<file path="config.mk">
export PLATFORM = sky130hd
export DESIGN_NAME = tex_group_delimiter_matcher_flat
export DESIGN_NICKNAME = d
export VERILOG_FILES = /design/src/hw/rtl/tgdm_pkg.sv /design/src/hw/rtl/tgdm_if.sv /design/src/hw/rtl/tex_group_delimiter_matcher.sv /design/src/hw/rtl/tgdm_cell.sv /design/src/hw/rtl/tgdm_stack.sv /design/src/flat_wrapper.sv
export SDC_FILE = /design/constraint.sdc
export NUM_CORES = 1
export LEC_CHECK = 0
export BUFFER_PORTS_ARGS = -buffer_cell sky130_fd_sc_hd__buf_2
export CORE_MARGIN = 2
export CORE_UTILIZATION = 51
export DETAILED_ROUTE_END_ITERATION = 10
export PLACE_DENSITY = 0.67
export SYNTH_ARGS = -nofsm -noshare
export SYNTH_HDL_FRONTEND = slang
export SYNTH_HIERARCHICAL = 1
export SYNTH_SLANG_ARGS = --single-unit
</file>
<file path="constraint.sdc">
create_clock -name clk -period 6.3 [get_ports clk]
set_clock_uncertainty 0.15 [all_clocks]
set_input_delay 1.26 -clock clk [delete_from_list [all_inputs] [get_ports clk]]
set_output_delay 1.26 -clock clk [all_outputs]
set_load 0.05 [all_outputs]
</file>
<file path="src/hw/rtl/tgdm_pkg.sv">
// Shared constants, codes and types of the TeX group delimiter matcher.
package tgdm_pkg;

	localparam int STACK_DEPTH = 32;
	localparam int INDEX_BITS  = 16;
	localparam int ENV_BITS    = 16;
	localparam int KIND_BITS   = 4;
	localparam int RES_BITS    = 4;
	localparam int CNT_BITS    = $clog2(STACK_DEPTH + 1);

	// token kinds
	localparam logic [KIND_BITS-1:0] K_OTHER  = 4'd0;
	localparam logic [KIND_BITS-1:0] K_BOPEN  = 4'd1;
	localparam logic [KIND_BITS-1:0] K_BCLOSE = 4'd2;
	localparam logic [KIND_BITS-1:0] K_SOPEN  = 4'd3;
	localparam logic [KIND_BITS-1:0] K_SCLOSE = 4'd4;
	localparam logic [KIND_BITS-1:0] K_MATH   = 4'd5;
	localparam logic [KIND_BITS-1:0] K_DMATH  = 4'd6;
	localparam logic [KIND_BITS-1:0] K_LEFT   = 4'd7;
	localparam logic [KIND_BITS-1:0] K_RIGHT  = 4'd8;
	localparam logic [KIND_BITS-1:0] K_DOPEN  = 4'd9;
	localparam logic [KIND_BITS-1:0] K_DCLOSE = 4'd10;
	localparam logic [KIND_BITS-1:0] K_BEGIN  = 4'd11;
	localparam logic [KIND_BITS-1:0] K_END    = 4'd12;

	// result kinds
	localparam logic [RES_BITS-1:0] R_PAIR      = 4'd0;
	localparam logic [RES_BITS-1:0] R_PLAIN     = 4'd1;
	localparam logic [RES_BITS-1:0] R_UNCLOSED  = 4'd2;
	localparam logic [RES_BITS-1:0] R_UNMATCHED = 4'd3;
	localparam logic [RES_BITS-1:0] R_BADARG    = 4'd4;
	localparam logic [RES_BITS-1:0] R_ENVMIS    = 4'd5;
	localparam logic [RES_BITS-1:0] R_OVERFLOW  = 4'd6;
	localparam logic [RES_BITS-1:0] R_DONE      = 4'd7;
	localparam logic [RES_BITS-1:0] R_STRAY     = 4'd8;

	// request types
	localparam logic REQ_TOKEN = 1'b0;
	localparam logic REQ_END   = 1'b1;

	// stack cell operations
	typedef logic [1:0] cell_op_t;
	localparam cell_op_t OP_HOLD = 2'd0;
	localparam cell_op_t OP_PUSH = 2'd1;
	localparam cell_op_t OP_POP  = 2'd2;

	// one open delimiter; the has_* bits say whether that math kind sits at or below it
	typedef struct packed {
		logic [KIND_BITS-1:0]  kind;
		logic [INDEX_BITS-1:0] index;
		logic [ENV_BITS-1:0]   env;
		logic                  has_math;
		logic                  has_dmath;
	} entry_t;

endpackage

</file>
<file path="src/hw/rtl/tgdm_if.sv">
// Request and result channel interfaces of the TeX group delimiter matcher.
interface tgdm_req_if;
	logic                            valid;
	logic                            ready;
	logic                            req_type;
	logic [tgdm_pkg::KIND_BITS-1:0]  token_kind;
	logic [tgdm_pkg::ENV_BITS-1:0]   env_name_id;
	logic                            env_arg_ok;

	modport source (output valid, req_type, token_kind, env_name_id, env_arg_ok,
		input ready);
	modport sink (input valid, req_type, token_kind, env_name_id, env_arg_ok,
		output ready);
endinterface

interface tgdm_res_if;
	logic                            valid;
	logic                            ready;
	logic [tgdm_pkg::RES_BITS-1:0]   result_kind;
	logic [tgdm_pkg::INDEX_BITS-1:0] first_index;
	logic [tgdm_pkg::INDEX_BITS-1:0] second_index;
	logic                            last;

	modport source (output valid, result_kind, first_index, second_index, last,
		input ready);
	modport sink (input valid, result_kind, first_index, second_index, last,
		output ready);
endinterface

</file>
<file path="src/hw/rtl/tex_group_delimiter_matcher.sv">
// Top level of the TeX group delimiter matcher: token numbering, matching control, result register.
//
// The block takes one classified TeX token (or an end-of-stream request) per request,
// numbers the tokens from 0 (wrapping at 2^INDEX_BITS) and matches closers against a
// stack of open delimiters held in a row of 32 cells that shift down on a push and up
// on a pop, cell 0 being the top. A request is first accepted and then worked in steps against
// the top of stack. Each result takes one step, so a closing brace or an end request that pops
// plain brackets takes a step for each popped bracket and a final step, and every step, with or
// without a result, waits while the single result register is still held by the sink.
// The stack needs no clearing after reset: only entries below the fill count are ever
// looked at. Each entry carries flags telling whether a $ or $$ opener lies at or below
// it, so the deep search for an unclosed math shift costs nothing. After the first error
// tokens are only counted until the end request, which also restarts numbering at zero.

module tex_group_delimiter_matcher (
	input  logic     clk,
	input  logic     arst_n,
	tgdm_req_if.sink req,
	tgdm_res_if.source res
);

	localparam logic S_IDLE = 1'b0;
	localparam logic S_EXEC = 1'b1;

	localparam int IB = tgdm_pkg::INDEX_BITS;
	localparam int CB = tgdm_pkg::CNT_BITS;

	// control state
	logic          state_q;
	logic [CB-1:0] count_q;
	logic [IB-1:0] counter_q;
	logic          after_left_q;
	logic          err_q;
	logic          res_valid_q;

	// request being worked on
	logic                              cur_type_q;
	logic [tgdm_pkg::KIND_BITS-1:0]    cur_kind_q;
	logic [tgdm_pkg::ENV_BITS-1:0]     cur_env_q;
	logic                              cur_arg_q;
	logic [IB-1:0]                     cur_idx_q;
	logic                              cur_left_q;

	// result register payload
	logic [tgdm_pkg::RES_BITS-1:0] res_kind_q;
	logic [IB-1:0]                 res_first_q;
	logic [IB-1:0]                 res_second_q;
	logic                          res_last_q;

	tgdm_pkg::entry_t   top;
	tgdm_pkg::entry_t   push_entry;
	tgdm_pkg::cell_op_t step_op;
	tgdm_pkg::cell_op_t cell_op;

	logic                          accept;
	logic                          out_free;
	logic                          go;
	logic                          nonempty;
	logic                          full;
	logic [tgdm_pkg::KIND_BITS-1:0] top_kind;

	logic                          emit;
	logic [tgdm_pkg::RES_BITS-1:0] e_kind;
	logic [IB-1:0]                 e_first;
	logic [IB-1:0]                 e_second;
	logic                          e_last;
	logic                          fin;
	logic                          set_err;
	logic                          srst;
	logic                          do_push;

	assign req.ready = (state_q == S_IDLE);
	assign accept    = req.valid & req.ready;
	assign out_free  = ~res_valid_q | res.ready;
	assign go        = (state_q == S_EXEC) & out_free;

	assign nonempty = (count_q != '0);
	assign full     = (count_q == CB'(tgdm_pkg::STACK_DEPTH));
	assign top_kind = nonempty ? top.kind : tgdm_pkg::K_OTHER;

	// new top entry; math flags fold in whatever lies below
	always_comb begin
		push_entry.kind      = cur_kind_q;
		push_entry.index     = cur_idx_q;
		push_entry.env       = cur_env_q;
		push_entry.has_math  = (cur_kind_q == tgdm_pkg::K_MATH) | (nonempty & top.has_math);
		push_entry.has_dmath = (cur_kind_q == tgdm_pkg::K_DMATH) | (nonempty & top.has_dmath);
	end

	// one step against the top of stack
	always_comb begin
		emit     = 1'b0;
		e_kind   = tgdm_pkg::R_PAIR;
		e_first  = '0;
		e_second = '0;
		e_last   = 1'b1;
		fin      = 1'b1;
		step_op  = tgdm_pkg::OP_HOLD;
		set_err  = 1'b0;
		srst     = 1'b0;
		do_push  = 1'b0;

		if (cur_type_q == tgdm_pkg::REQ_END) begin
			if (err_q) begin
				srst = 1'b1;
			end else if (top_kind == tgdm_pkg::K_SOPEN) begin
				// leftover bracket: plain, keep draining
				emit    = 1'b1;
				e_kind  = tgdm_pkg::R_PLAIN;
				e_first = top.index;
				e_last  = 1'b0;
				fin     = 1'b0;
				step_op = tgdm_pkg::OP_POP;
			end else if (nonempty) begin
				emit    = 1'b1;
				e_kind  = tgdm_pkg::R_UNCLOSED;
				e_first = top.index;
				srst    = 1'b1;
			end else begin
				emit   = 1'b1;
				e_kind = tgdm_pkg::R_DONE;
				srst   = 1'b1;
			end
		end else if (!err_q) begin
			case (cur_kind_q)
				tgdm_pkg::K_BOPEN, tgdm_pkg::K_LEFT, tgdm_pkg::K_DOPEN: begin
					do_push = 1'b1;
				end
				tgdm_pkg::K_SOPEN: begin
					if (cur_left_q) begin
						emit    = 1'b1;
						e_kind  = tgdm_pkg::R_PLAIN;
						e_first = cur_idx_q;
					end else begin
						do_push = 1'b1;
					end
				end
				tgdm_pkg::K_BCLOSE: begin
					if (top_kind == tgdm_pkg::K_SOPEN) begin
						emit    = 1'b1;
						e_kind  = tgdm_pkg::R_PLAIN;
						e_first = top.index;
						e_last  = 1'b0;
						fin     = 1'b0;
						step_op = tgdm_pkg::OP_POP;
					end else if (!nonempty) begin
						emit    = 1'b1;
						e_kind  = tgdm_pkg::R_STRAY;
						e_first = cur_idx_q;
						set_err = 1'b1;
					end else if (top_kind == tgdm_pkg::K_BOPEN) begin
						emit     = 1'b1;
						e_first  = top.index;
						e_second = cur_idx_q;
						step_op  = tgdm_pkg::OP_POP;
					end else begin
						emit    = 1'b1;
						e_kind  = tgdm_pkg::R_UNMATCHED;
						e_first = cur_idx_q;
						set_err = 1'b1;
					end
				end
				tgdm_pkg::K_SCLOSE: begin
					emit = 1'b1;
					if (top_kind == tgdm_pkg::K_SOPEN) begin
						e_first  = top.index;
						e_second = cur_idx_q;
						step_op  = tgdm_pkg::OP_POP;
					end else begin
						e_kind  = tgdm_pkg::R_PLAIN;
						e_first = cur_idx_q;
					end
				end
				tgdm_pkg::K_MATH, tgdm_pkg::K_DMATH: begin
					if (top_kind == cur_kind_q) begin
						emit     = 1'b1;
						e_first  = top.index;
						e_second = cur_idx_q;
						step_op  = tgdm_pkg::OP_POP;
					end else if (nonempty & ((cur_kind_q == tgdm_pkg::K_MATH) ?
							top.has_math : top.has_dmath)) begin
						// same shift open deeper down: report at the top opener
						emit    = 1'b1;
						e_kind  = tgdm_pkg::R_UNCLOSED;
						e_first = top.index;
						set_err = 1'b1;
					end else begin
						do_push = 1'b1;
					end
				end
				tgdm_pkg::K_BEGIN: begin
					if (!cur_arg_q) begin
						emit    = 1'b1;
						e_kind  = tgdm_pkg::R_BADARG;
						e_first = cur_idx_q;
						set_err = 1'b1;
					end else begin
						do_push = 1'b1;
					end
				end
				tgdm_pkg::K_RIGHT, tgdm_pkg::K_DCLOSE, tgdm_pkg::K_END: begin
					emit = 1'b1;
					if (top_kind != (cur_kind_q - tgdm_pkg::KIND_BITS'(1))) begin
						e_kind  = tgdm_pkg::R_UNMATCHED;
						e_first = cur_idx_q;
						set_err = 1'b1;
					end else if ((cur_kind_q == tgdm_pkg::K_END) && !cur_arg_q) begin
						e_kind  = tgdm_pkg::R_BADARG;
						e_first = cur_idx_q;
						set_err = 1'b1;
					end else if ((cur_kind_q == tgdm_pkg::K_END) && (top.env != cur_env_q)) begin
						e_kind  = tgdm_pkg::R_ENVMIS;
						e_first = cur_idx_q + IB'(2);
						set_err = 1'b1;
					end else begin
						e_first  = top.index;
						e_second = cur_idx_q;
						step_op  = tgdm_pkg::OP_POP;
					end
				end
				default: begin
				end
			endcase

			if (do_push) begin
				if (full) begin
					emit    = 1'b1;
					e_kind  = tgdm_pkg::R_OVERFLOW;
					e_first = cur_idx_q;
					set_err = 1'b1;
				end else begin
					step_op = tgdm_pkg::OP_PUSH;
				end
			end
		end
	end

	assign cell_op = go ? step_op : tgdm_pkg::OP_HOLD;

	tgdm_stack u_stack (
		.clk        (clk),
		.op         (cell_op),
		.push_entry (push_entry),
		.top        (top)
	);

	// control registers
	always_ff @(posedge clk or negedge arst_n) begin
		if (!arst_n) begin
			state_q      <= S_IDLE;
			count_q      <= '0;
			counter_q    <= '0;
			after_left_q <= 1'b0;
			err_q        <= 1'b0;
			res_valid_q  <= 1'b0;
		end else begin
			if (accept) begin
				state_q <= S_EXEC;
				if (req.req_type == tgdm_pkg::REQ_TOKEN) begin
					counter_q    <= counter_q + IB'(1);
					after_left_q <= (req.token_kind == tgdm_pkg::K_LEFT);
				end
			end

			if (go) begin
				if (fin) begin
					state_q <= S_IDLE;
				end
				if (srst) begin
					count_q      <= '0;
					counter_q    <= '0;
					after_left_q <= 1'b0;
					err_q        <= 1'b0;
				end else begin
					if (set_err) begin
						err_q <= 1'b1;
					end
					if (step_op == tgdm_pkg::OP_PUSH) begin
						count_q <= count_q + CB'(1);
					end else if (step_op == tgdm_pkg::OP_POP) begin
						count_q <= count_q - CB'(1);
					end
				end
			end

			if (go && emit) begin
				res_valid_q <= 1'b1;
			end else if (res.ready) begin
				res_valid_q <= 1'b0;
			end
		end
	end

	// request and result payload
	always_ff @(posedge clk) begin
		if (accept) begin
			cur_type_q <= req.req_type;
			cur_kind_q <= req.token_kind;
			cur_env_q  <= req.env_name_id;
			cur_arg_q  <= req.env_arg_ok;
			cur_idx_q  <= counter_q;
			cur_left_q <= after_left_q;
		end
		if (go && emit) begin
			res_kind_q   <= e_kind;
			res_first_q  <= e_first;
			res_second_q <= e_second;
			res_last_q   <= e_last;
		end
	end

	assign res.valid        = res_valid_q;
	assign res.result_kind  = res_kind_q;
	assign res.first_index  = res_first_q;
	assign res.second_index = res_second_q;
	assign res.last         = res_last_q;

endmodule

</file>
<file path="src/hw/rtl/tgdm_cell.sv">
// One stack cell: holds an entry, loads from the cell above on push, below on pop.
module tgdm_cell (
	input  logic               clk,
	input  tgdm_pkg::cell_op_t op,
	input  tgdm_pkg::entry_t   above,
	input  tgdm_pkg::entry_t   below,
	output tgdm_pkg::entry_t   entry
);

	tgdm_pkg::entry_t entry_q;

	always_ff @(posedge clk) begin
		case (op)
			tgdm_pkg::OP_PUSH: entry_q <= above;
			tgdm_pkg::OP_POP:  entry_q <= below;
			default:           entry_q <= entry_q;
		endcase
	end

	assign entry = entry_q;

endmodule

</file>
<file path="src/hw/rtl/tgdm_stack.sv">
// Row of stack cells; cell 0 is the top of stack.
module tgdm_stack (
	input  logic               clk,
	input  tgdm_pkg::cell_op_t op,
	input  tgdm_pkg::entry_t   push_entry,
	output tgdm_pkg::entry_t   top
);

	tgdm_pkg::entry_t cell_out [tgdm_pkg::STACK_DEPTH];

	for (genvar i = 0; i < tgdm_pkg::STACK_DEPTH; i++) begin : g_cell
		tgdm_pkg::entry_t above;
		tgdm_pkg::entry_t below;

		if (i == 0) begin : g_first
			assign above = push_entry;
		end else begin : g_mid
			assign above = cell_out[i-1];
		end

		if (i == tgdm_pkg::STACK_DEPTH - 1) begin : g_bottom
			assign below = '0;
		end else begin : g_upper
			assign below = cell_out[i+1];
		end

		tgdm_cell u_cell (
			.clk   (clk),
			.op    (op),
			.above (above),
			.below (below),
			.entry (cell_out[i])
		);
	end

	assign top = cell_out[0];

endmodule
</file>
<file path="src/flat_wrapper.sv">
// flat-port wrapper written by rule: the top's interface ports become plain ports
module tex_group_delimiter_matcher_flat 
  (clk, arst_n, req_valid, req_req_type, req_token_kind, req_env_name_id, req_env_arg_ok, req_ready, res_valid, res_result_kind, res_first_index, res_second_index, res_last, res_ready);
  tgdm_req_if req_i ();
  tgdm_res_if res_i ();
  input  logic clk;
  input  logic arst_n;
  input wire logic [$bits(req_i.valid)-1:0] req_valid;
  input wire logic [$bits(req_i.req_type)-1:0] req_req_type;
  input wire logic [$bits(req_i.token_kind)-1:0] req_token_kind;
  input wire logic [$bits(req_i.env_name_id)-1:0] req_env_name_id;
  input wire logic [$bits(req_i.env_arg_ok)-1:0] req_env_arg_ok;
  output wire logic [$bits(req_i.ready)-1:0] req_ready;
  output wire logic [$bits(res_i.valid)-1:0] res_valid;
  output wire logic [$bits(res_i.result_kind)-1:0] res_result_kind;
  output wire logic [$bits(res_i.first_index)-1:0] res_first_index;
  output wire logic [$bits(res_i.second_index)-1:0] res_second_index;
  output wire logic [$bits(res_i.last)-1:0] res_last;
  input wire logic [$bits(res_i.ready)-1:0] res_ready;
  assign req_i.valid = req_valid;
  assign req_i.req_type = req_req_type;
  assign req_i.token_kind = req_token_kind;
  assign req_i.env_name_id = req_env_name_id;
  assign req_i.env_arg_ok = req_env_arg_ok;
  assign req_ready = req_i.ready;
  assign res_valid = res_i.valid;
  assign res_result_kind = res_i.result_kind;
  assign res_first_index = res_i.first_index;
  assign res_second_index = res_i.second_index;
  assign res_last = res_i.last;
  assign res_i.ready = res_ready;
  tex_group_delimiter_matcher u_core (.clk(clk), .arst_n(arst_n), .req(req_i), .res(res_i));
endmodule
</file>
==> results.yml <==
die:
  io_pins: 65
  initial_utilization_pct: 51.28
  dieArea_um2: 121200
  coreArea_um2: 117800
  num_rows: 126
  die_w_um: 348.1
  die_y_um: 348.1
drt:
  dr_total_vias: 27834
  wl_um: 106500
  wl_per_cell_um: 21.18
  viasPerCell: 5.537
  post-route-drc-count: 0
  drt_first_iter_violations: 2077
  firstDrtPassIters: 5
  postRouteAntennaNets: 0
synthesis:
  async_flop_share_pct: 1.973
  synth_area_per_cell_um2: 18.76
  synth_warnings: 6
  netlist_instances: 3219
  synth-seq-area-share_pct: 65.32
  synthDistinctLibCells: 80
  synth-edff-count: 1292
  ys_ff_latch: 1318
  syn-cell-area_um2: 60400
  synth_flop_cell: "edfxtp_1"
finish:
  drive_gt1_share_pct: 45.66
  final_cell_count_no_fill: 5027
  final_util_pct: 56.55
  final_cell_mix: "edfxtp_1 (1292), mux2_4 (646), mux2_2 (576)"
  design_area_um2: 66600
  nets: 3451
  area_delta_synth_final_pct: 10.27
  antennaDiodeCount: 0
  layout_commonest_cell: "edfxtp_1"
clock_network:
  clockBufferDepth: 3
  cts.clk_slew.worst_paths_ns: 0.06
  clock_sinks: 1318
  tritoncts: "built"
  holdBufCountCts: 0
  post_cts_buffers: 0
  clk_latency_ns: 0.73
  cts_resized: 0
  cts_max_level: 4
  root_buffer: "clkbuf_16"
  cts_buffers: 137
place:
  port_buffers: 64
  gp_congestion: 0.8573
  placed_area_um2: 62340
  dp.cells: 4779
  hpwl_um: 76590
critical_path:
  cp_slowest_cell: "ha_2"
  cp_num_buf_inv: 3
  critical-path-top-delay-family: "adder cells"
  path_common_cell: "buf_12"
  critPathLaunch: "u_core/cur_kind_q[0]"
  worstPathArrival_ns: 5.31
  r2r_end: "u_core/u_stack/g_cell[31].u_cell/entry[4]"
  worstPathMaxFanout: 32
  end_kind: "register"
  required_ns: 6.63
  worstReg2RegStart: "u_core/cur_kind_q[0]"
  cp-start-kind: "register"
  r2r_cells: 13
  cp.depth: 13
  ff2ff_setup_slack_ns: 1.31
  crit_end: "u_core/u_stack/g_cell[31].u_cell/entry[4]"
  max_stage_delay_ns: 0.57
  crit_chain: "inv_1 -> ha_1 -> xor2_1 -> or3_4 -> o32ai_4 -> o21ai_2 -> o311a_1 -> nor3b_2 -> o21a_1 -> buf_12 -> ha_2 -> buf_12 -> mux2_2"
  worstSetupPathType: "reg2reg"
grt:
  grt_overflow: 0
  grt_pass1_vias: 28729
  grt.total_usage_pct: 17.50
  grt_max_degree: 41
  grt_pass1_wl_um: 168700
  antenna_found_initial: 15
sta:
  final-hold-violation-count: 0
  fmax_ghz: 0.2006
  holdWs_ns: 0.3095
  setup_viol: 0
  slew_headroom_pct: 27.73
  period_share_pct: 79.14
  post-route-min-period_ns: 4.986
  worst_pin_slew_ns: 1.082
  rsz0062_at_grt: "false"
  final.setup.tns_ns: 0
  drv_slew: 0
worst_hold_path:
  hp-class: "reg2reg"
  hp-start: "u_core/after_left_q"
power_and_ir_drop:
  p_per_area_nw_per_um2: 334.5
  ir_drop_mv: 0.3096
  power.leakage_uw: 0.02289
run_status:
  status: "finished clean"
job:
  drv_cap: 0
## cells by family (layout without fill, tap and decap cells)
logic type                 after synthesis  count (layout)  share of synthesized area [%]
muxes                                 1224            1224                          26.83
other                                    1              38                       0.006209
AOI/OAI and AO/OA                      179             179                          2.041
and+or+nand+nor                        182             182                          1.612
adders and majority gates               43              43                         0.9032
buffers and inverters                  236             471                          2.768
xor gates and xnor gates                36              36                         0.5221
DFF                                   1318            1318                          65.32
## per-stage QoR
step                total power [uW]  setup WS, ns
detailed placement             14760         1.344
floorplan                      13850         1.072
CTS                            22550         1.328
finish                         22280         1.314
global route                   23190         1.084
global placement               14610         1.393
## worst register-to-register path, stage by stage, from the launching register on
cell	delay (ns)
edfxtp_1	0.56
inv_1	0.15
ha_1	0.37
xor2_1	0.25
or3_4	0.46
o32ai_4	0.17
o21ai_2	0.15
o311a_1	0.38
nor3b_2	0.33
o21a_1	0.22
buf_12	0.22
ha_2	0.64
buf_12	0.28
mux2_2	0.41
## Yosys cell counts (all sizes together), types with 7 or more instances
cell | number | area (um^2)
nor3 | 11 | 55.05
nand3 | 13 | 65.06
xnor2 | 24 | 210.2
and2 | 22 | 140.1
clkbuf | 19 | 71.32
dfrtp | 26 | 650.6
nor2 | 51 | 207.7
a21oi | 40 | 207.7
inv | 82 | 307.8
mux2 | 1222 | 16190
xor2 | 12 | 105.1
o21ai | 50 | 269.0
o21a | 7 | 53.80
nand2 | 32 | 120.1
ha | 42 | 525.5
or3 | 9 | 61.31
buf | 135 | 1292
nand4 | 11 | 68.82
nand2b | 8 | 50.05
a22oi | 12 | 90.09
edfxtp | 1292 | 38800
a31oi | 7 | 43.79
## final cells by class
type                            count  area, um^2
Clock inverter                     73       565.5
Clock buffer                      175        3699
Inverter                           82       307.8
Tap cell                         1536        1922
Multi-Input combinational cell   1702       19510
Sequential cell                  1318       39450
Fill cell                        8805       51170
Timing Repair Buffer              141        1149
## power by group
part / leakage (uW) / switching (uW) / internal [uW]
Clock: 0.00208 / 3240 / 4480
Combinational: 0.00873 / 1630 / 1320
Sequential: 0.0121 / 615 / 11000
Total: 0.0229 / 5490 / 16800
## state kept, by name, indices dropped and copies added (netlist names)
| name | count |
|---|---|
| u_core/res.result_kind | 4 |
| u_core/cur_left_q | 1 |
| u_core/cur_arg_q | 1 |
| u_core/res.last | 1 |
| u_core/err_q | 1 |
| u_core/u_stack/g_cell.u_cell/entry | 1216 |
| u_core/state_q | 1 |
| u_core/res.valid | 1 |
| u_core/after_left_q | 1 |
| u_core/counter_q | 16 |
| u_core/cur_idx_q | 16 |
| u_core/cur_env_q | 16 |
| u_core/cur_type_q | 1 |
| u_core/cur_kind_q | 4 |
| u_core/res.first_index | 16 |
| u_core/count_q | 6 |
| u_core/res.second_index | 16 |
## metal layers
layer	GRT usage (%)	wire, um	vias up	share of wire (%)
li1	-	-	12862	-
met1	23.11	47720	14196	45
met5	0	0	-	0
met2	29.88	52630	577	49
met3	2.809	3770	199	3.5
met4	5.089	2339	0	2.2
## worst min-delay path by stage
stage          slack, ns                   end  cells after the start
2_1_floorplan       0.27     u_core/cur_left_q                      0
3_3_place_gp        0.29     u_core/cur_left_q                      0
3_5_place_dp        0.29     u_core/cur_left_q                      0
4_1_cts             0.31     u_core/cur_left_q                      0
5_1_grt             0.33  u_core/cur_idx_q[15]                      0
6_report            0.31     u_core/cur_left_q                      0
No activity file was read; power rests on OpenSTA's default activity.
